<file path="src/rtl/camera_packet_frame_assembler_defines.svh">
// ----------------------------------------------------------------------------
// Camera packet frame assembler: assertion macros
// Shared assertion forms used at the end of the RTL modules.
// ----------------------------------------------------------------------------
`ifndef CAMERA_PACKET_FRAME_ASSEMBLER_DEFINES_SVH
`define CAMERA_PACKET_FRAME_ASSEMBLER_DEFINES_SVH

// Consequent must hold in the same cycle as the antecedent.
`define CPFA_ASSERT_NOW(label, clk, rst_n, ante, cons, msg) \
    label: assert property (@(posedge clk) disable iff (!rst_n) (ante) |-> (cons)) \
        else $error(msg);

// Consequent must hold in the cycle after the antecedent.
`define CPFA_ASSERT_NEXT(label, clk, rst_n, ante, cons, msg) \
    label: assert property (@(posedge clk) disable iff (!rst_n) (ante) |=> (cons)) \
        else $error(msg);

`endif

</file>
<file path="src/rtl/cpfa_pkg.sv">
// ----------------------------------------------------------------------------
// Camera packet frame assembler package
// Sizes, protocol constants, codes and shared types of the assembler.
// ----------------------------------------------------------------------------
package cpfa_pkg;

    localparam int PACKET_WORDS = 16;
    localparam int OFFSET_BITS  = 17;

    localparam int POS_W     = $clog2(PACKET_WORDS);
    localparam int MEM_AW    = POS_W + 1;
    localparam int MEM_DEPTH = 2 ** MEM_AW;

    localparam int WORD_W      = 32;
    localparam int HALF_W      = WORD_W / 2;
    localparam int LEN_W       = 18;
    localparam int BAD_W       = 3;
    localparam int KIND_W      = 3;
    localparam int CONF_W      = 8;
    localparam int CHAR_W      = 8;
    localparam int LABEL_CHARS = 6;
    localparam int LABEL_W     = LABEL_CHARS * CHAR_W;
    localparam int CFG_IDX_W   = 2;
    localparam int BYTES_PER_WORD = 4;
    localparam int SUM_W = ((LEN_W > OFFSET_BITS) ? LEN_W : OFFSET_BITS) + 2;

    localparam int CMD_DEPTH = 2;
    localparam int CMD_AW    = $clog2(CMD_DEPTH);

    localparam logic [POS_W-1:0]  LAST_POS          = POS_W'(PACKET_WORDS - 1);
    localparam logic [WORD_W-1:0] SYNC_WORD         = 32'hFF00FF00;
    localparam logic [HALF_W-1:0] TAG_IMAGE         = 16'hA0A0;
    localparam logic [HALF_W-1:0] TAG_LABEL         = 16'hC0C0;
    localparam logic [CHAR_W-1:0] CHAR_SPACE        = 8'h20;
    localparam logic [CHAR_W-1:0] CHAR_NUL          = 8'h00;
    localparam logic [LEN_W-1:0]  RESET_FRAME_BYTES = LEN_W'(76800);
    localparam logic [LEN_W-1:0]  RESET_MIN_BYTES   = LEN_W'(69120);
    localparam logic [BAD_W-1:0]  RESET_BAD_LIMIT   = BAD_W'(5);
    localparam logic [LEN_W-1:0]  LEN_MAX           = '1;
    localparam logic [BAD_W-1:0]  BAD_MAX           = '1;

    typedef enum logic [CFG_IDX_W-1:0] {
        REG_FRAME_BYTES     = 2'd0,
        REG_MIN_FRAME_BYTES = 2'd1,
        REG_BAD_LIMIT       = 2'd2
    } t_cfg_reg;

    typedef enum logic [KIND_W-1:0] {
        KIND_PIXEL    = 3'd0,
        KIND_COMPLETE = 3'd1,
        KIND_WRONG    = 3'd2,
        KIND_SHORT    = 3'd3,
        KIND_ABORT    = 3'd4,
        KIND_LABEL    = 3'd5
    } t_kind;

    typedef enum logic [1:0] {
        PKT_SYNC,
        PKT_LABEL,
        PKT_IMAGE
    } t_pkt;

    typedef enum logic [1:0] {
        BK_IDLE,
        BK_LOAD,
        BK_RUN
    } t_back_state;

    typedef struct packed {
        logic [LEN_W-1:0] frame_bytes;
        logic [LEN_W-1:0] min_frame_bytes;
        logic [BAD_W-1:0] bad_frame_limit;
    } t_cfg;

    typedef struct packed {
        t_pkt               ptype;
        logic               bank;
        logic [LABEL_W-1:0] label_raw;
        logic [CONF_W-1:0]  conf;
    } t_cmd;

    typedef struct packed {
        logic              en;
        logic [MEM_AW-1:0] addr;
    } t_rd_req;

    typedef struct packed {
        logic valid;
        logic bank;
    } t_bank_rel;

    typedef struct packed {
        t_kind                  kind;
        logic [OFFSET_BITS-1:0] write_offset;
        logic [WORD_W-1:0]      write_data;
        logic [LABEL_W-1:0]     label_bytes;
        logic [CONF_W-1:0]      confidence;
        logic [BAD_W-1:0]       bad_count;
        logic                   last_result;
    } t_result;

    // Length plus one word, saturating at the top of the counter.
    function automatic logic [LEN_W-1:0] len_step(input logic [LEN_W-1:0] len);
        logic [LEN_W:0] sum;
        sum = {1'b0, len} + (LEN_W + 1)'(BYTES_PER_WORD);
        len_step = sum[LEN_W] ? LEN_MAX : sum[LEN_W-1:0];
    endfunction

    // A word at this offset fits both the frame and the offset range.
    function automatic logic write_fits(input logic [LEN_W-1:0] off,
                                        input logic [LEN_W-1:0] limit);
        logic [SUM_W-1:0] end_pos;
        end_pos = SUM_W'(off) + SUM_W'(BYTES_PER_WORD);
        write_fits = (end_pos <= SUM_W'(limit)) &&
                     (end_pos <= (SUM_W'(1) << OFFSET_BITS));
    endfunction

endpackage

</file>
<file path="src/rtl/cpfa_if.sv">
// ----------------------------------------------------------------------------
// Camera packet frame assembler channels
// Valid/ready channels for received words, results and register writes.
// ----------------------------------------------------------------------------
interface cpfa_rx_if;
    import cpfa_pkg::*;
    logic              valid;
    logic              ready;
    logic [WORD_W-1:0] rx_word;
    logic              packet_begin;
    modport source (output valid, output rx_word, output packet_begin, input ready);
    modport sink   (input valid, input rx_word, input packet_begin, output ready);
endinterface

interface cpfa_res_if;
    import cpfa_pkg::*;
    logic                   valid;
    logic                   ready;
    logic [KIND_W-1:0]      kind;
    logic [OFFSET_BITS-1:0] write_offset;
    logic [WORD_W-1:0]      write_data;
    logic [LABEL_W-1:0]     label_bytes;
    logic [CONF_W-1:0]      confidence;
    logic [BAD_W-1:0]       bad_count;
    logic                   last_result;
    modport source (output valid, output kind, output write_offset, output write_data,
                    output label_bytes, output confidence, output bad_count,
                    output last_result, input ready);
    modport sink   (input valid, input kind, input write_offset, input write_data,
                    input label_bytes, input confidence, input bad_count,
                    input last_result, output ready);
endinterface

interface cpfa_cfg_if;
    import cpfa_pkg::*;
    logic                 valid;
    logic                 ready;
    logic [CFG_IDX_W-1:0] reg_index;
    logic [LEN_W-1:0]     wr_data;
    modport source (output valid, output reg_index, output wr_data, input ready);
    modport sink   (input valid, input reg_index, input wr_data, output ready);
endinterface

</file>
<file path="src/rtl/cpfa_front.sv">
// ----------------------------------------------------------------------------
// Camera packet frame assembler: front end
// Collects words into a two-bank packet memory and classifies each packet.
// ----------------------------------------------------------------------------
`include "camera_packet_frame_assembler_defines.svh"

module cpfa_front (
    input  logic                        i_clk,
    input  logic                        i_rst_n,
    cpfa_rx_if.sink                     i_rx,
    output cpfa_pkg::t_cmd              o_cmd,
    output logic                        o_cmd_push,
    input  logic                        i_cmd_full,
    input  cpfa_pkg::t_rd_req           i_rd,
    output logic [cpfa_pkg::WORD_W-1:0] o_rd_data,
    input  cpfa_pkg::t_bank_rel         i_rel
);
    import cpfa_pkg::*;

    logic [WORD_W-1:0] r_mem [MEM_DEPTH];
    logic [WORD_W-1:0] r_rd_data;
    logic [WORD_W-1:0] r_w0;
    logic [WORD_W-1:0] r_w1;
    logic [CONF_W-1:0] r_conf;
    logic [POS_W-1:0]  r_pos, n_pos;
    logic              r_bank, n_bank;
    logic [1:0]        r_busy, n_busy;

    logic              accept;
    logic [POS_W-1:0]  pos;
    logic              is_last;
    logic              is_sync;
    logic              is_label;
    logic              is_image;

    assign i_rx.ready = !r_busy[r_bank] && !i_cmd_full;
    assign accept     = i_rx.valid && i_rx.ready;
    assign pos        = i_rx.packet_begin ? '0 : r_pos;
    assign is_last    = (pos == LAST_POS);

    // The head words come from registers, the tail from the word arriving now.
    assign is_sync  = (r_w0 == SYNC_WORD) && (r_w1 == SYNC_WORD);
    assign is_label = (r_w0[WORD_W-1:HALF_W] == TAG_LABEL) &&
                      (i_rx.rx_word[HALF_W-1:0] == TAG_LABEL);
    assign is_image = (r_w0[WORD_W-1:HALF_W] == TAG_IMAGE) &&
                      (i_rx.rx_word[HALF_W-1:0] == TAG_IMAGE);

    assign o_cmd_push = accept && is_last && (is_sync || is_label || is_image);

    always_comb begin
        o_cmd.ptype     = is_sync ? PKT_SYNC : (is_label ? PKT_LABEL : PKT_IMAGE);
        o_cmd.bank      = r_bank;
        o_cmd.label_raw = {r_w0[HALF_W-1:0], r_w1};
        o_cmd.conf      = r_conf;
    end

    always_comb begin
        n_pos  = r_pos;
        n_bank = r_bank;
        n_busy = r_busy;
        if (accept) begin
            n_pos = is_last ? '0 : pos + POS_W'(1);
        end
        if (i_rel.valid) begin
            n_busy[i_rel.bank] = 1'b0;
        end
        // An image packet keeps its bank until the back end has read it out.
        if (o_cmd_push && (o_cmd.ptype == PKT_IMAGE)) begin
            n_busy[r_bank] = 1'b1;
            n_bank         = ~r_bank;
        end
    end

    always_ff @(posedge i_clk) begin
        if (!i_rst_n) begin
            r_pos  <= '0;
            r_bank <= 1'b0;
            r_busy <= '0;
        end else begin
            r_pos  <= n_pos;
            r_bank <= n_bank;
            r_busy <= n_busy;
        end
    end

    always_ff @(posedge i_clk) begin
        if (accept) begin
            r_mem[{r_bank, pos}] <= i_rx.rx_word;
            if (pos == POS_W'(0)) begin
                r_w0 <= i_rx.rx_word;
            end
            if (pos == POS_W'(1)) begin
                r_w1 <= i_rx.rx_word;
            end
            if (pos == POS_W'(2)) begin
                r_conf <= i_rx.rx_word[WORD_W-1 -: CONF_W];
            end
        end
        if (i_rd.en) begin
            r_rd_data <= r_mem[i_rd.addr];
        end
    end

    assign o_rd_data = r_rd_data;

    `CPFA_ASSERT_NEXT(a_image_bank_held, i_clk, i_rst_n, o_cmd_push && (o_cmd.ptype == PKT_IMAGE), r_busy[$past(r_bank)], "image packet bank not marked busy")

endmodule

</file>
<file path="src/rtl/cpfa_cmd_fifo.sv">
// ----------------------------------------------------------------------------
// Camera packet frame assembler: command queue
// Short queue of classified packets between the front and back ends.
// ----------------------------------------------------------------------------
`include "camera_packet_frame_assembler_defines.svh"

module cpfa_cmd_fifo (
    input  logic           i_clk,
    input  logic           i_rst_n,
    input  logic           i_push,
    input  cpfa_pkg::t_cmd i_cmd,
    input  logic           i_pop,
    output cpfa_pkg::t_cmd o_head,
    output logic           o_empty,
    output logic           o_full
);
    import cpfa_pkg::*;

    t_cmd              r_q [CMD_DEPTH];
    logic [CMD_AW-1:0] r_wr_ptr, n_wr_ptr;
    logic [CMD_AW-1:0] r_rd_ptr, n_rd_ptr;
    logic [CMD_AW:0]   r_count, n_count;

    assign o_empty = (r_count == '0);
    assign o_full  = (r_count == (CMD_AW + 1)'(CMD_DEPTH));
    assign o_head  = r_q[r_rd_ptr];

    always_comb begin
        n_wr_ptr = r_wr_ptr;
        n_rd_ptr = r_rd_ptr;
        n_count  = r_count;
        if (i_push) begin
            n_wr_ptr = (r_wr_ptr == CMD_AW'(CMD_DEPTH - 1)) ? '0 : r_wr_ptr + CMD_AW'(1);
        end
        if (i_pop) begin
            n_rd_ptr = (r_rd_ptr == CMD_AW'(CMD_DEPTH - 1)) ? '0 : r_rd_ptr + CMD_AW'(1);
        end
        if (i_push && !i_pop) begin
            n_count = r_count + (CMD_AW + 1)'(1);
        end else if (i_pop && !i_push) begin
            n_count = r_count - (CMD_AW + 1)'(1);
        end
    end

    always_ff @(posedge i_clk) begin
        if (!i_rst_n) begin
            r_wr_ptr <= '0;
            r_rd_ptr <= '0;
            r_count  <= '0;
        end else begin
            r_wr_ptr <= n_wr_ptr;
            r_rd_ptr <= n_rd_ptr;
            r_count  <= n_count;
        end
    end

    always_ff @(posedge i_clk) begin
        if (i_push) begin
            r_q[r_wr_ptr] <= i_cmd;
        end
    end

    `CPFA_ASSERT_NOW(a_no_push_full, i_clk, i_rst_n, i_push, !o_full, "command pushed into a full queue")
    `CPFA_ASSERT_NOW(a_no_pop_empty, i_clk, i_rst_n, i_pop, !o_empty, "command popped from an empty queue")

endmodule

</file>
<file path="src/rtl/cpfa_back.sv">
// ----------------------------------------------------------------------------
// Camera packet frame assembler: back end
// Tracks the frame, replays image packets and registers each result.
// ----------------------------------------------------------------------------
`include "camera_packet_frame_assembler_defines.svh"

module cpfa_back (
    input  logic                        i_clk,
    input  logic                        i_rst_n,
    input  cpfa_pkg::t_cfg              i_cfg,
    input  cpfa_pkg::t_cmd              i_cmd,
    input  logic                        i_cmd_empty,
    output logic                        o_cmd_pop,
    output cpfa_pkg::t_rd_req           o_rd,
    input  logic [cpfa_pkg::WORD_W-1:0] i_rd_data,
    output cpfa_pkg::t_bank_rel         o_rel,
    cpfa_res_if.source                  o_res
);
    import cpfa_pkg::*;

    t_back_state       r_state, n_state;
    logic              r_open, n_open;
    logic [LEN_W-1:0]  r_len, n_len;
    logic [BAD_W-1:0]  r_bad, n_bad;
    logic              r_bank, n_bank;
    logic [POS_W-1:0]  r_k, n_k;
    logic [WORD_W-1:0] r_prev, n_prev;
    logic              r_out_valid;
    t_result           r_out;

    t_result                          res;
    logic                             emit;
    logic                             out_free;
    logic [BAD_W-1:0]                 bad_inc;
    logic [BAD_W-1:0]                 bad_end;
    t_kind                            end_kind;
    logic [LABEL_CHARS-1:0][CHAR_W-1:0] lbl_ch;
    logic                             trimming;
    logic [LEN_W-1:0]                 len_next;
    logic                             fits_now;
    logic                             fits_next;

    assign out_free  = !r_out_valid || o_res.ready;
    assign bad_inc   = (r_bad == BAD_MAX) ? r_bad : r_bad + BAD_W'(1);
    assign len_next  = len_step(r_len);
    assign fits_now  = write_fits(r_len, i_cfg.frame_bytes);
    assign fits_next = write_fits(len_next, i_cfg.frame_bytes);

    // Label characters, first in the top byte; trailing spaces and nulls cleared.
    always_comb begin
        trimming = 1'b1;
        lbl_ch   = i_cmd.label_raw;
        for (int i = 0; i < LABEL_CHARS; i++) begin
            if (trimming && ((lbl_ch[i] == CHAR_NUL) || (lbl_ch[i] == CHAR_SPACE))) begin
                lbl_ch[i] = CHAR_NUL;
            end else begin
                trimming = 1'b0;
            end
        end
    end

    // Outcome of a frame end that passed the minimum length.
    always_comb begin
        if (r_len == i_cfg.frame_bytes) begin
            bad_end  = '0;
            end_kind = KIND_COMPLETE;
        end else begin
            bad_end  = bad_inc;
            end_kind = KIND_WRONG;
        end
        if (bad_end >= i_cfg.bad_frame_limit) begin
            bad_end  = '0;
            end_kind = KIND_ABORT;
        end
    end

    always_comb begin
        n_state   = r_state;
        n_open    = r_open;
        n_len     = r_len;
        n_bad     = r_bad;
        n_bank    = r_bank;
        n_k       = r_k;
        n_prev    = r_prev;
        o_cmd_pop = 1'b0;
        o_rd      = '0;
        o_rel     = '0;
        emit      = 1'b0;
        res       = '0;
        res.last_result = 1'b1;

        unique case (r_state)
            BK_IDLE: begin
                if (!i_cmd_empty) begin
                    unique case (i_cmd.ptype)
                        PKT_SYNC: begin
                            if (out_free) begin
                                o_cmd_pop = 1'b1;
                                n_len     = '0;
                                if (!r_open) begin
                                    n_open = 1'b1;
                                end else if (r_len < i_cfg.min_frame_bytes) begin
                                    n_bad    = bad_inc;
                                    emit     = 1'b1;
                                    res.kind = KIND_SHORT;
                                end else begin
                                    n_open   = 1'b0;
                                    n_bad    = bad_end;
                                    emit     = 1'b1;
                                    res.kind = end_kind;
                                end
                            end
                        end
                        PKT_LABEL: begin
                            if (!r_open) begin
                                o_cmd_pop = 1'b1;
                            end else if (out_free) begin
                                o_cmd_pop       = 1'b1;
                                emit            = 1'b1;
                                res.kind        = KIND_LABEL;
                                res.label_bytes = lbl_ch;
                                res.confidence  = i_cmd.conf;
                            end
                        end
                        PKT_IMAGE: begin
                            o_cmd_pop = 1'b1;
                            if (r_open) begin
                                o_rd.en   = 1'b1;
                                o_rd.addr = {i_cmd.bank, POS_W'(0)};
                                n_bank    = i_cmd.bank;
                                n_state   = BK_LOAD;
                            end else begin
                                o_rel.valid = 1'b1;
                                o_rel.bank  = i_cmd.bank;
                            end
                        end
                        default: begin
                            o_cmd_pop = 1'b1;
                        end
                    endcase
                end
            end
            BK_LOAD: begin
                n_prev    = i_rd_data;
                o_rd.en   = 1'b1;
                o_rd.addr = {r_bank, POS_W'(1)};
                n_k       = POS_W'(1);
                n_state   = BK_RUN;
            end
            BK_RUN: begin
                // Word k is in the read register; pair it with word k-1.
                if (!fits_now || out_free) begin
                    n_len  = len_next;
                    n_prev = i_rd_data;
                    if (fits_now) begin
                        emit             = 1'b1;
                        res.kind         = KIND_PIXEL;
                        res.write_offset = OFFSET_BITS'(r_len);
                        res.write_data   = {r_prev[HALF_W-1:0], i_rd_data[WORD_W-1:HALF_W]};
                        // Offsets only grow, so a later word cannot fit once this one is last.
                        res.last_result  = (r_k == LAST_POS) || !fits_next;
                    end
                    if (r_k == LAST_POS) begin
                        o_rel.valid = 1'b1;
                        o_rel.bank  = r_bank;
                        n_state     = BK_IDLE;
                    end else begin
                        o_rd.en   = 1'b1;
                        o_rd.addr = {r_bank, r_k + POS_W'(1)};
                        n_k       = r_k + POS_W'(1);
                    end
                end
            end
            default: begin
                n_state = BK_IDLE;
            end
        endcase
        res.bad_count = n_bad;
    end

    always_ff @(posedge i_clk) begin
        if (!i_rst_n) begin
            r_state     <= BK_IDLE;
            r_open      <= 1'b0;
            r_len       <= '0;
            r_bad       <= '0;
            r_bank      <= 1'b0;
            r_k         <= '0;
            r_out_valid <= 1'b0;
        end else begin
            r_state <= n_state;
            r_open  <= n_open;
            r_len   <= n_len;
            r_bad   <= n_bad;
            r_bank  <= n_bank;
            r_k     <= n_k;
            if (emit) begin
                r_out_valid <= 1'b1;
            end else if (o_res.ready) begin
                r_out_valid <= 1'b0;
            end
        end
    end

    always_ff @(posedge i_clk) begin
        r_prev <= n_prev;
        if (emit) begin
            r_out <= res;
        end
    end

    assign o_res.valid        = r_out_valid;
    assign o_res.kind         = r_out.kind;
    assign o_res.write_offset = r_out.write_offset;
    assign o_res.write_data   = r_out.write_data;
    assign o_res.label_bytes  = r_out.label_bytes;
    assign o_res.confidence   = r_out.confidence;
    assign o_res.bad_count    = r_out.bad_count;
    assign o_res.last_result  = r_out.last_result;

    `CPFA_ASSERT_NOW(a_run_in_frame, i_clk, i_rst_n, r_state == BK_RUN, r_open, "image replay while no frame is open")

endmodule

</file>
<file path="src/rtl/camera_packet_frame_assembler.sv">
// ----------------------------------------------------------------------------
// Camera packet frame assembler
// Collects camera link packets, tracks frames and emits pixel, label and
// frame status results.
// ----------------------------------------------------------------------------
//
//   Channel  Direction  Transfer carries
//   -------  ---------  ----------------------------------------------------
//   i_rx     in         rx_word, packet_begin (one link word)
//   o_res    out        kind, write_offset, write_data, label_bytes,
//                       confidence, bad_count, last_result
//   i_cfg    in         reg_index, wr_data (register write, always ready)
//
// Link words are taken one per cycle while the packet bank being filled is
// free and the command queue has room. An image packet holds the back end
// while it is read out of the packet memory, one read per cycle unless the
// result output stalls it; sync and label packets are handled in the idle
// state alone. Reset is synchronous and active low; there is no clearing
// pass. A stalled result output holds the back end, which fills the queue
// and the second bank before the input side stalls.
//
// The design splits into a front end that writes words into a two-bank
// packet memory and classifies each finished packet, a two-entry command
// queue, and a back end that owns all frame state. Because the back end
// handles packets strictly in order, the frame state it sees is exactly the
// state each packet would meet when it completed on the link.
module camera_packet_frame_assembler (
    input  logic       i_clk,
    input  logic       i_rst_n,
    cpfa_rx_if.sink    i_rx,
    cpfa_res_if.source o_res,
    cpfa_cfg_if.sink   i_cfg
);
    import cpfa_pkg::*;

    t_cfg      r_cfg, n_cfg;
    t_cmd      push_cmd;
    t_cmd      head_cmd;
    logic      cmd_push;
    logic      cmd_pop;
    logic      cmd_empty;
    logic      cmd_full;
    t_rd_req   rd_req;
    logic [WORD_W-1:0] rd_data;
    t_bank_rel bank_rel;

    // Register writes land straight in the configuration register, so the write channel never stalls.
    assign i_cfg.ready = 1'b1;

    always_comb begin
        n_cfg = r_cfg;
        if (i_cfg.valid) begin
            unique case (i_cfg.reg_index)
                REG_FRAME_BYTES:     n_cfg.frame_bytes     = i_cfg.wr_data;
                REG_MIN_FRAME_BYTES: n_cfg.min_frame_bytes = i_cfg.wr_data;
                REG_BAD_LIMIT:       n_cfg.bad_frame_limit = i_cfg.wr_data[BAD_W-1:0];
                default:             n_cfg = r_cfg;
            endcase
        end
    end

    always_ff @(posedge i_clk) begin
        if (!i_rst_n) begin
            r_cfg.frame_bytes     <= RESET_FRAME_BYTES;
            r_cfg.min_frame_bytes <= RESET_MIN_BYTES;
            r_cfg.bad_frame_limit <= RESET_BAD_LIMIT;
        end else begin
            r_cfg <= n_cfg;
        end
    end

    // Front end: packet collection and classification.
    cpfa_front u_front (
        .i_clk      (i_clk),
        .i_rst_n    (i_rst_n),
        .i_rx       (i_rx),
        .o_cmd      (push_cmd),
        .o_cmd_push (cmd_push),
        .i_cmd_full (cmd_full),
        .i_rd       (rd_req),
        .o_rd_data  (rd_data),
        .i_rel      (bank_rel)
    );

    // Queue that lets the two halves stall independently.
    cpfa_cmd_fifo u_cmd_fifo (
        .i_clk   (i_clk),
        .i_rst_n (i_rst_n),
        .i_push  (cmd_push),
        .i_cmd   (push_cmd),
        .i_pop   (cmd_pop),
        .o_head  (head_cmd),
        .o_empty (cmd_empty),
        .o_full  (cmd_full)
    );

    // Back end: frame tracking, image replay and the result register.
    cpfa_back u_back (
        .i_clk       (i_clk),
        .i_rst_n     (i_rst_n),
        .i_cfg       (r_cfg),
        .i_cmd       (head_cmd),
        .i_cmd_empty (cmd_empty),
        .o_cmd_pop   (cmd_pop),
        .o_rd        (rd_req),
        .i_rd_data   (rd_data),
        .o_rel       (bank_rel),
        .o_res       (o_res)
    );

endmodule

</file>
<file path="src/flat_wrapper.sv">
// flat-port wrapper written by rule: the top's interface ports become plain ports
module camera_packet_frame_assembler_flat import cpfa_pkg::*;
  (i_clk, i_rst_n, i_rx_valid, i_rx_rx_word, i_rx_packet_begin, i_rx_ready, o_res_valid, o_res_kind, o_res_write_offset, o_res_write_data, o_res_label_bytes, o_res_confidence, o_res_bad_count, o_res_last_result, o_res_ready, i_cfg_valid, i_cfg_reg_index, i_cfg_wr_data, i_cfg_ready);
  cpfa_rx_if i_rx_i ();
  cpfa_res_if o_res_i ();
  cpfa_cfg_if i_cfg_i ();
  input  logic i_clk;
  input  logic i_rst_n;
  input wire logic [$bits(i_rx_i.valid)-1:0] i_rx_valid;
  input wire logic [$bits(i_rx_i.rx_word)-1:0] i_rx_rx_word;
  input wire logic [$bits(i_rx_i.packet_begin)-1:0] i_rx_packet_begin;
  output wire logic [$bits(i_rx_i.ready)-1:0] i_rx_ready;
  output wire logic [$bits(o_res_i.valid)-1:0] o_res_valid;
  output wire logic [$bits(o_res_i.kind)-1:0] o_res_kind;
  output wire logic [$bits(o_res_i.write_offset)-1:0] o_res_write_offset;
  output wire logic [$bits(o_res_i.write_data)-1:0] o_res_write_data;
  output wire logic [$bits(o_res_i.label_bytes)-1:0] o_res_label_bytes;
  output wire logic [$bits(o_res_i.confidence)-1:0] o_res_confidence;
  output wire logic [$bits(o_res_i.bad_count)-1:0] o_res_bad_count;
  output wire logic [$bits(o_res_i.last_result)-1:0] o_res_last_result;
  input wire logic [$bits(o_res_i.ready)-1:0] o_res_ready;
  input wire logic [$bits(i_cfg_i.valid)-1:0] i_cfg_valid;
  input wire logic [$bits(i_cfg_i.reg_index)-1:0] i_cfg_reg_index;
  input wire logic [$bits(i_cfg_i.wr_data)-1:0] i_cfg_wr_data;
  output wire logic [$bits(i_cfg_i.ready)-1:0] i_cfg_ready;
  assign i_rx_i.valid = i_rx_valid;
  assign i_rx_i.rx_word = i_rx_rx_word;
  assign i_rx_i.packet_begin = i_rx_packet_begin;
  assign i_rx_ready = i_rx_i.ready;
  assign o_res_valid = o_res_i.valid;
  assign o_res_kind = o_res_i.kind;
  assign o_res_write_offset = o_res_i.write_offset;
  assign o_res_write_data = o_res_i.write_data;
  assign o_res_label_bytes = o_res_i.label_bytes;
  assign o_res_confidence = o_res_i.confidence;
  assign o_res_bad_count = o_res_i.bad_count;
  assign o_res_last_result = o_res_i.last_result;
  assign o_res_i.ready = o_res_ready;
  assign i_cfg_i.valid = i_cfg_valid;
  assign i_cfg_i.reg_index = i_cfg_reg_index;
  assign i_cfg_i.wr_data = i_cfg_wr_data;
  assign i_cfg_ready = i_cfg_i.ready;
  camera_packet_frame_assembler u_core (.i_clk(i_clk), .i_rst_n(i_rst_n), .i_rx(i_rx_i), .o_res(o_res_i), .i_cfg(i_cfg_i));
endmodule
</file>
<file path="config.mk">
export PLATFORM = sky130hd
export DESIGN_NAME = camera_packet_frame_assembler_flat
export DESIGN_NICKNAME = d
export VERILOG_FILES = /design/src/rtl/cpfa_pkg.sv /design/src/rtl/cpfa_if.sv /design/src/rtl/cpfa_front.sv /design/src/rtl/cpfa_cmd_fifo.sv /design/src/rtl/cpfa_back.sv /design/src/rtl/camera_packet_frame_assembler.sv /design/src/flat_wrapper.sv
export VERILOG_INCLUDE_DIRS = /design/src /design/src/rtl
export SDC_FILE = /design/constraint.sdc
export NUM_CORES = 2
export LEC_CHECK = 0
export ABC_AREA = 1
export BUFFER_PORTS_ARGS = -buffer_cell sky130_fd_sc_hd__buf_2
export CAP_MARGIN = 10
export CORE_ASPECT_RATIO = 0.8
export CORE_UTILIZATION = 62
export CTS_CLUSTER_SIZE = 28
export DETAILED_ROUTE_END_ITERATION = 8
export HOLD_SLACK_MARGIN = 0.03
export PLACE_DENSITY = 0.79
export SYNTH_ARGS = -nofsm -noshare
export SYNTH_HDL_FRONTEND = slang
export SYNTH_SLANG_ARGS = --single-unit
</file>
<file path="constraint.sdc">
create_clock -name i_clk -period 6.6 [get_ports i_clk]
set_clock_uncertainty 0.2 [all_clocks]
set_input_delay 0.66 -clock i_clk [delete_from_list [all_inputs] [get_ports i_clk]]
set_output_delay 0.66 -clock i_clk [all_outputs]
set_load 0.1 [all_outputs]
</file>
---- Word-level counts from Yosys, hierarchy flattened ----
Memory sizes are Yosys's and may differ from the RTL's. A register that Yosys moved wholly into a read port is not among the register bits.
Index checks and enable logic that the tools add are counted.
Widths: inputs -> output; s select.
word-level totals
  flip-flop bits (word level) ............. 280
  memories ................................ 2
  bits in writable memories ............... 1142
  logic and storage cells ................. 261
  input port bits ......................... 58
cells by class
  multiplexer cells ....................... 92
  add/subtract/negate cells ............... 10
  bitwise logic cells ..................... 9
  order comparisons ....................... 10
  equal/unequal tests ..................... 34
  reductions and logical operators ........ 72
memories
  memory                 words  width  read ports  clocked after memory_dff  write ports  RTL line             text
  u_core.u_front.r_mem   32     32     1           1                         1            cpfa_front.sv:20     logic [WORD_W-1:0] r_mem [MEM_DEPTH];
  u_core.u_cmd_fifo.r_q  2      59     1           1                         1            cpfa_cmd_fifo.sv:19  t_cmd r_q [CMD_DEPTH];
operator list
  kind                   count
  $mux 18                5
  $eq 16x16->1 const B   4
  $eq 32x32->1 const B   2
  $add 18x3->19 const B  3
  $eq 8x6->1 const B     6
  $logic_not 8->1        6
  $mux 3                 16
  $le 19x18->1           2
  $le 19x18->1 const B   2
  $pmux 18 s2            1
  $reduce_or 6->1        6
  $mux 2                 17
  $pmux 16 s2            1
  $mux 1                 31
  $mux 6                 5
  $logic_and 1x1->1      19
  $eq 18x18->1           1
  $lt 18x18->1           1
  $pmux 6 s3             1
  $mux 16                1
  $mux 4                 4
  $reduce_and 2->1       7
  $ne 2x2->1 const B     6
  $pmux 3 s2             2
  other kinds (33)       78

---- Logic depth before layout (Yosys ltp) ----
  depth in word-level cells ............... 16
  mapped depth ............................ 29

---- By module ----
From an unflattened synthesis, not the netlist that was laid out.
second synthesis, totals
  cell total of the unflattened synthesis .. 4739
  area total of the unflattened synthesis .. 59778.6 µm²
modules (own cells, without submodules)
  module                         area an instance (µm²)  instances  cells an instance  seq. area each (µm²)
  cpfa_front                     44467.6                 1          3201               34012.6
  cpfa_back                      9117.5                  1          1082               4444.3
  cpfa_cmd_fifo                  4530.6                  1          219                3643.5
  camera_packet_frame_assembler  1662.8                  1          237                780.7

---- Least setup slack after synthesis ----
Ideal clock, no wire load.
  path type ............................... reg-to-reg
  from .................................... reg u_core.u_front.r_bank
  to ...................................... mem u_core.u_cmd_fifo.r_q[1][0] in the netlist's numbering, enable pin
  path buffers ............................ 1
  clock period less this slack ............ 6038 ps
  stages on the path, launching flop included .. 7
  required time ........................... 5922 ps
  arrival time ............................ 5361 ps
  path slack .............................. 562 ps
  setup time .............................. 478 ps
  cells stage by stage .................... dfxtp_1 -> clkbuf_1 -> a21oi_1 -> nand2_1 -> nor4_1 -> nand2_1 -> nor2_1
on the way
  word-level cells in the longest chain between the ends .. 9
ends and longest elaborated chain
  what                                        RTL line             text
  from (decl)                                 cpfa_front.sv:26     logic r_bank, n_bank;
  from (signal assigned)                      cpfa_front.sv:81     r_bank <= n_bank;
  $mux 1 (implied by the code) (2 in series)  cpfa_front.sv:36     assign i_rx.ready = !r_busy[r_bank] && !i_cmd_full;
  $logic_not 1->1                             cpfa_front.sv:36
  $logic_and 1x1->1                           cpfa_front.sv:36
  net i_rx_ready                              flat_wrapper.sv:12   output wire logic [$bits(i_rx_i.ready)-1:0] i_rx_ready;
  $logic_and 1x1->1                           cpfa_front.sv:37     assign accept = i_rx.valid && i_rx.ready;
  $logic_and 1x1->1 (2 in series)             cpfa_front.sv:48     assign o_cmd_push = accept && is_last && (is_sync || is_label || is_image);
  $mux 1                                      cpfa_cmd_fifo.sv:58  if (i_push) begin
  $mux 1 (implied by the code)                cpfa_cmd_fifo.sv:59  r_q[r_wr_ptr] <= i_cmd;
  to (decl)                                   cpfa_cmd_fifo.sv:19
The timed path passes the listed nets, and every way through them passes these cells. The select of a mux whose other input is x is not followed.

---- Worst setup path after layout ----
  from .................................... reg u_core.u_back.r_len[3]
  to ...................................... reg u_core.u_front.r_rd_data[21] (netlist: u_core.u_front.o_rd_data[21]) (read register of u_core.u_front.r_mem), data pin
on the way
  word-level cells in the longest chain between the ends .. 7
  elaborated cells on any way between the ends .. 8
ends and longest elaborated chain
  what                                    RTL line                          text
  from (decl)                             cpfa_back.sv:23                   logic [LEN_W-1:0] r_len, n_len;
  from (signal assigned)                  cpfa_back.sv:193                  r_len <= n_len;
  $add 18x3->19 *                         cpfa_pkg.sv:113                   end_pos = SUM_W'(off) + SUM_W'(BYTES_PER_WORD);
  $le 19x18->1, on equally long branches  cpfa_pkg.sv:114, cpfa_pkg.sv:115
  $logic_and 1x1->1 *                     cpfa_pkg.sv:114                   write_fits = (end_pos <= SUM_W'(limit)) &&
  $logic_not 1->1 *                       cpfa_back.sv:152                  if (!fits_now || out_free) begin
  $logic_or 1x1->1 *                      cpfa_back.sv:152
  $mux 6 *                                cpfa_back.sv:152
  $pmux 6 s3 *                            cpfa_back.sv:92                   unique case (r_state)
  to (decl)                               cpfa_front.sv:21                  logic [WORD_W-1:0] r_rd_data;
Mark *: on every way between the ends. The rest lies on a longest branch, timed or not.
A chain may end at the register's enable or synchronous reset.

==> flow_summary.json <==
{
  "status": "completed",
  "timing.fmax_mhz": 193,
  "r2r-start": "u_core.u_back.r_len[3]",
  "synth-edff-count": 1374,
  "regArea_um2": 42900,
  "antenna_found_initial": 31,
  "yosys.area.top_type": "edfxtp_1",
  "p_seq_share_pct": 46.2,
  "cp-start-kind": "flip-flop",
  "cts_made_buffers": 139,
  "ff2ff_path_depth": 26,
  "syn2layout_area_growth_pct": 10.8,
  "coreArea_um2": 99400,
  "synth_seq_cells": 1455,
  "wire_per_inst_um": 24.6,
  "final-max-slew-violation-count": 0,
  "clk_latency_ns": 0.79,
  "cts_setup_buffers": 0,
  "switching_power_mw": 7.17,
  "p_per_area_nw_per_um2": 335,
  "synthCells": 5693,
  "drc": 0,
  "ys_seq_area_share_pct": 68.4,
  "critical_path_class": "flip-flop to flip-flop",
  "min_from": "i_cfg_wr_data[7]",
  "multiInputGateArea_um2": 16000,
  "whs_ns": 0.0739,
  "fin_crit_sh_pct": 78.4,
  "top_usage_layer": "met2",
  "clkPwrFrac_pct": 33.5,
  "crit_arrival_ns": 5.48,
  "placed_area_um2": 64800,
  "drt_iter0_markers": 7941,
  "finalNetCount": 5931,
  "path_clk_slew_ns": 0.06,
  "die_area_um2": 102000,
  "required_ns": 6.91,
  "cts_tree": "done",
  "grt_pass1_wl_um": 260000,
  "synth_cell_types": 50,
  "io_pins": 173,
  "vdd.ir_drop.worst_mv": 0.337,
  "hold_viol": 0,
  "ant_nets": 0,
  "combinationalPowerShare_pct": 20.3,
  "place.gp.congestion": 0.881,
  "fill_cells": 6559,
  "cts_buffer_depth": 3,
  "post-place-ws_ns": 1.57,
  "cpPeakStageDelay_ns": 0.62,
  "worstHoldPathCells": 3,
  "synthesis.nets": 5823,
  "fin_crit_ns": 5.17,
  "cts_sinks": 1455,
  "cp_top_family": "simple AND/OR/NAND/NOR gates",
  "num_vias": 45000,
  "p_int_mw": 16.1,
  "crit_buf_inv": 1,
  "grt_use_met2_pct": 50.4,
  "tightest_slew_ns": 1.30,
  "num_rows": 103,
  "root_buffer": "clkbuf_16",
  "synth_area_per_cell_um2": 11.0,
  "synth.cell_area_um2": 62700,
  "endpoint_kind": "flip-flop",
  "fin_util_pct": 69.9,
  "grt_max_degree": 206,
  "drtPass1Iterations": 6,
  "cp_common_cell": "nand2_1",
  "relSlewSlack_pct": 12.8,
  "drive_gt1_share_pct": 8.88,
  "track_usage_pct": 34.5,
  "grt_pass1_vias": 42200,
  "p_sw_share_pct": 30.9,
  "ff2ff_setup_slack_ns": 1.43,
  "grt_use_met1_pct": 48.5,
  "r2r_end": "u_core.u_front.o_rd_data[21]",
  "rsz0062_at_grt": "no",
  "path_max_fanout": 73,
  "cap_violations": 0,
  "holdPathEnd": "u_core.r_cfg[10]",
  "setup-tns-final_ns": 0,
  "yosysMostFrequentCell": "edfxtp_1",
  "ys.warnings.count": 0,
  "leakage_nw": 27.4,
  "synth_flop_cell": "edfxtp_1",
  "gr-usage-met3_pct": 10.5,
  "setup_ws_ns": 1.43,
  "htree_num_levels": 4,
  "die_y_um": 286,
  "setup_violations": 0,
  "io_buffer_count": 171,
  "min_path_type": "primary input to flip-flop",
  "hpwl_um": 96000,
  "synth_top_cells_by_count": "edfxtp_1 (1374), nand2_1 (1354), nand3_1 (1135)",
  "yosys-top-cells-area": "edfxtp_1 (66%), nand3_1 (9.1%), nand2_1 (8.1%), inv_1 (4.0%), dfxtp_1 (2.6%)",
  "ys_async_sr_fraction_pct": 0,
  "die_w_um": 357,
  "synthDominantCellAreaShare_pct": 65.8,
  "wirelength_um": 178000,
  "grt_overflow_total": 0,
  "viasPerCell": 6.22,
  "cp_slowest_cell": "nand2_8",
  "start_util_pct": 63.1,
  "final_area_um2": 69400
}
power by group through the flow:
stage	registers, mW	clock network (mW)	logic, mW
global route	10.8	8.16	5.11
finish	10.8	7.78	4.72
CTS	10.7	7.80	4.64
detailed placement	10.9	0	4.58
floorplan	11.5	0	2.91
global placement	10.9	0	4.46
stage by stage:
step / cells / power [mW]
2_1_floorplan: 5693 / 14.4
3_3_place_gp: 6954 / 15.4
3_5_place_dp: 6954 / 15.5
4_1_cts: 7219 / 23.2
5_1_grt: 7223 / 24.0
6_report: 7232 / 23.3
layout make-up:
type,instances,area share [%]
Timing Repair Buffer,274,2.86
Antenna cell,11,0.0396
Inverter,676,3.66
Tap cell,1312,2.36
Sequential cell,1455,61.8
Clock inverter,80,1.00
Clock buffer,169,5.28
Multi-Input combinational cell,3255,23.0
placed cells by master, fill, tap and decap left out, drive strengths merged, types with 72 or more instances in the layout:
cell type and n:
nand3b 96, nor2 211, clkbuf 169, nand3 1136, a21oi 111, dfxtp 81, edfxtp 1374, ha 72
buf 258, nand2 1360, inv 683
cell families after synthesis:
kind of cell	after synthesis	share of synthesized area [%]
and+or+nand+nor	2897	20.7
other	1	0.00598
buffers and inverters	983	6.57
DFF	1455	68.4
AOI/OAI and AO/OA	222	1.95
adders and majority gates	72	1.44
muxes	33	0.527
xor gates and xnor gates	30	0.419
what timing repair did:
action / CTS / global route
resized for setup: 0 / 0
endpoints found under the setup margin: 0 / 0
hold buffers: 16 / 0
hold endpoints to repair: 32 / 0
per-layer routing:
metal | wire, um | up-vias
li1 | - | 19600
met1 | 65000 | 21300
met2 | 76700 | 3484
met3 | 28600 | 557
met4 | 6980 | 28
met5 | 269 | -
flip-flops by register name, summed over array words and instances, names as in the netlist, 2 cells and up, named ones only:
register                          flops
u_core.u_back.o_res.bad_count         3
u_core.u_back.o_res.confidence        8
u_core.u_back.r_bad                   3
u_core.u_back.r_prev                 16
u_core.u_front.r_w1                  32
u_core.u_back.o_res.kind              3
u_core.u_front.r_mem               1024
u_core.u_cmd_fifo.r_count             2
u_core.u_back.o_res.write_data       32
u_core.u_front.r_pos                  4
u_core.u_cmd_fifo.r_q               118
u_core.u_front.r_conf                 8
u_core.u_front.r_w0                  32
u_core.r_cfg                         39
u_core.u_back.o_res.label_bytes      48
u_core.u_front.o_rd_data             32
u_core.u_back.r_k                     4
u_core.u_back.r_len                  18
u_core.u_front.r_busy                 2
u_core.u_back.o_res.write_offset     17
u_core.u_back.r_state                 2
worst reg2reg max path: stages (launching register included):
cell and delay, ns:
dfxtp_1 0.46, ha_1 0.26, nand2_1 0.12, nor2_4 0.19, nand2_2 0.10, nand2_1 0.06, nand2_1 0.08, ha_1 0.30
nand2_1 0.07, nor2_1 0.13, and2_1 0.16, nand2_1 0.05, nand3_1 0.09, nand3_1 0.07, nand2_1 0.09, nand2_2 0.09
nand3_4 0.19, nand2_8 0.35, nand2_8 0.70, buf_12 0.38, nand2_1 0.14, nand3_1 0.09, nand3_1 0.10, nand3_1 0.15
nand2_1 0.08, nand2_1 0.10, nand2_1 0.11
worst max path at each step:
stage,start,to,slack (ns),depth (start not counted)
finish,u_core.u_back.r_len[3],u_core.u_front.o_rd_data[21],1.43,26
global route,u_core.u_back.r_len[3],u_core.u_front.o_rd_data[8],1.09,26
CTS,u_core.u_back.r_len[3],u_core.u_front.o_rd_data[8],1.55,26
detailed placement,u_core.u_back.r_len[3],u_core.u_front.o_rd_data[8],1.57,26
global placement,u_core.u_back.r_len[3],u_core.u_front.o_rd_data[16],1.61,24
floorplan,u_core.u_front.r_bank,u_core.u_cmd_fifo.r_q[1][0],0.56,6
(Power assumes the default switching activity.)
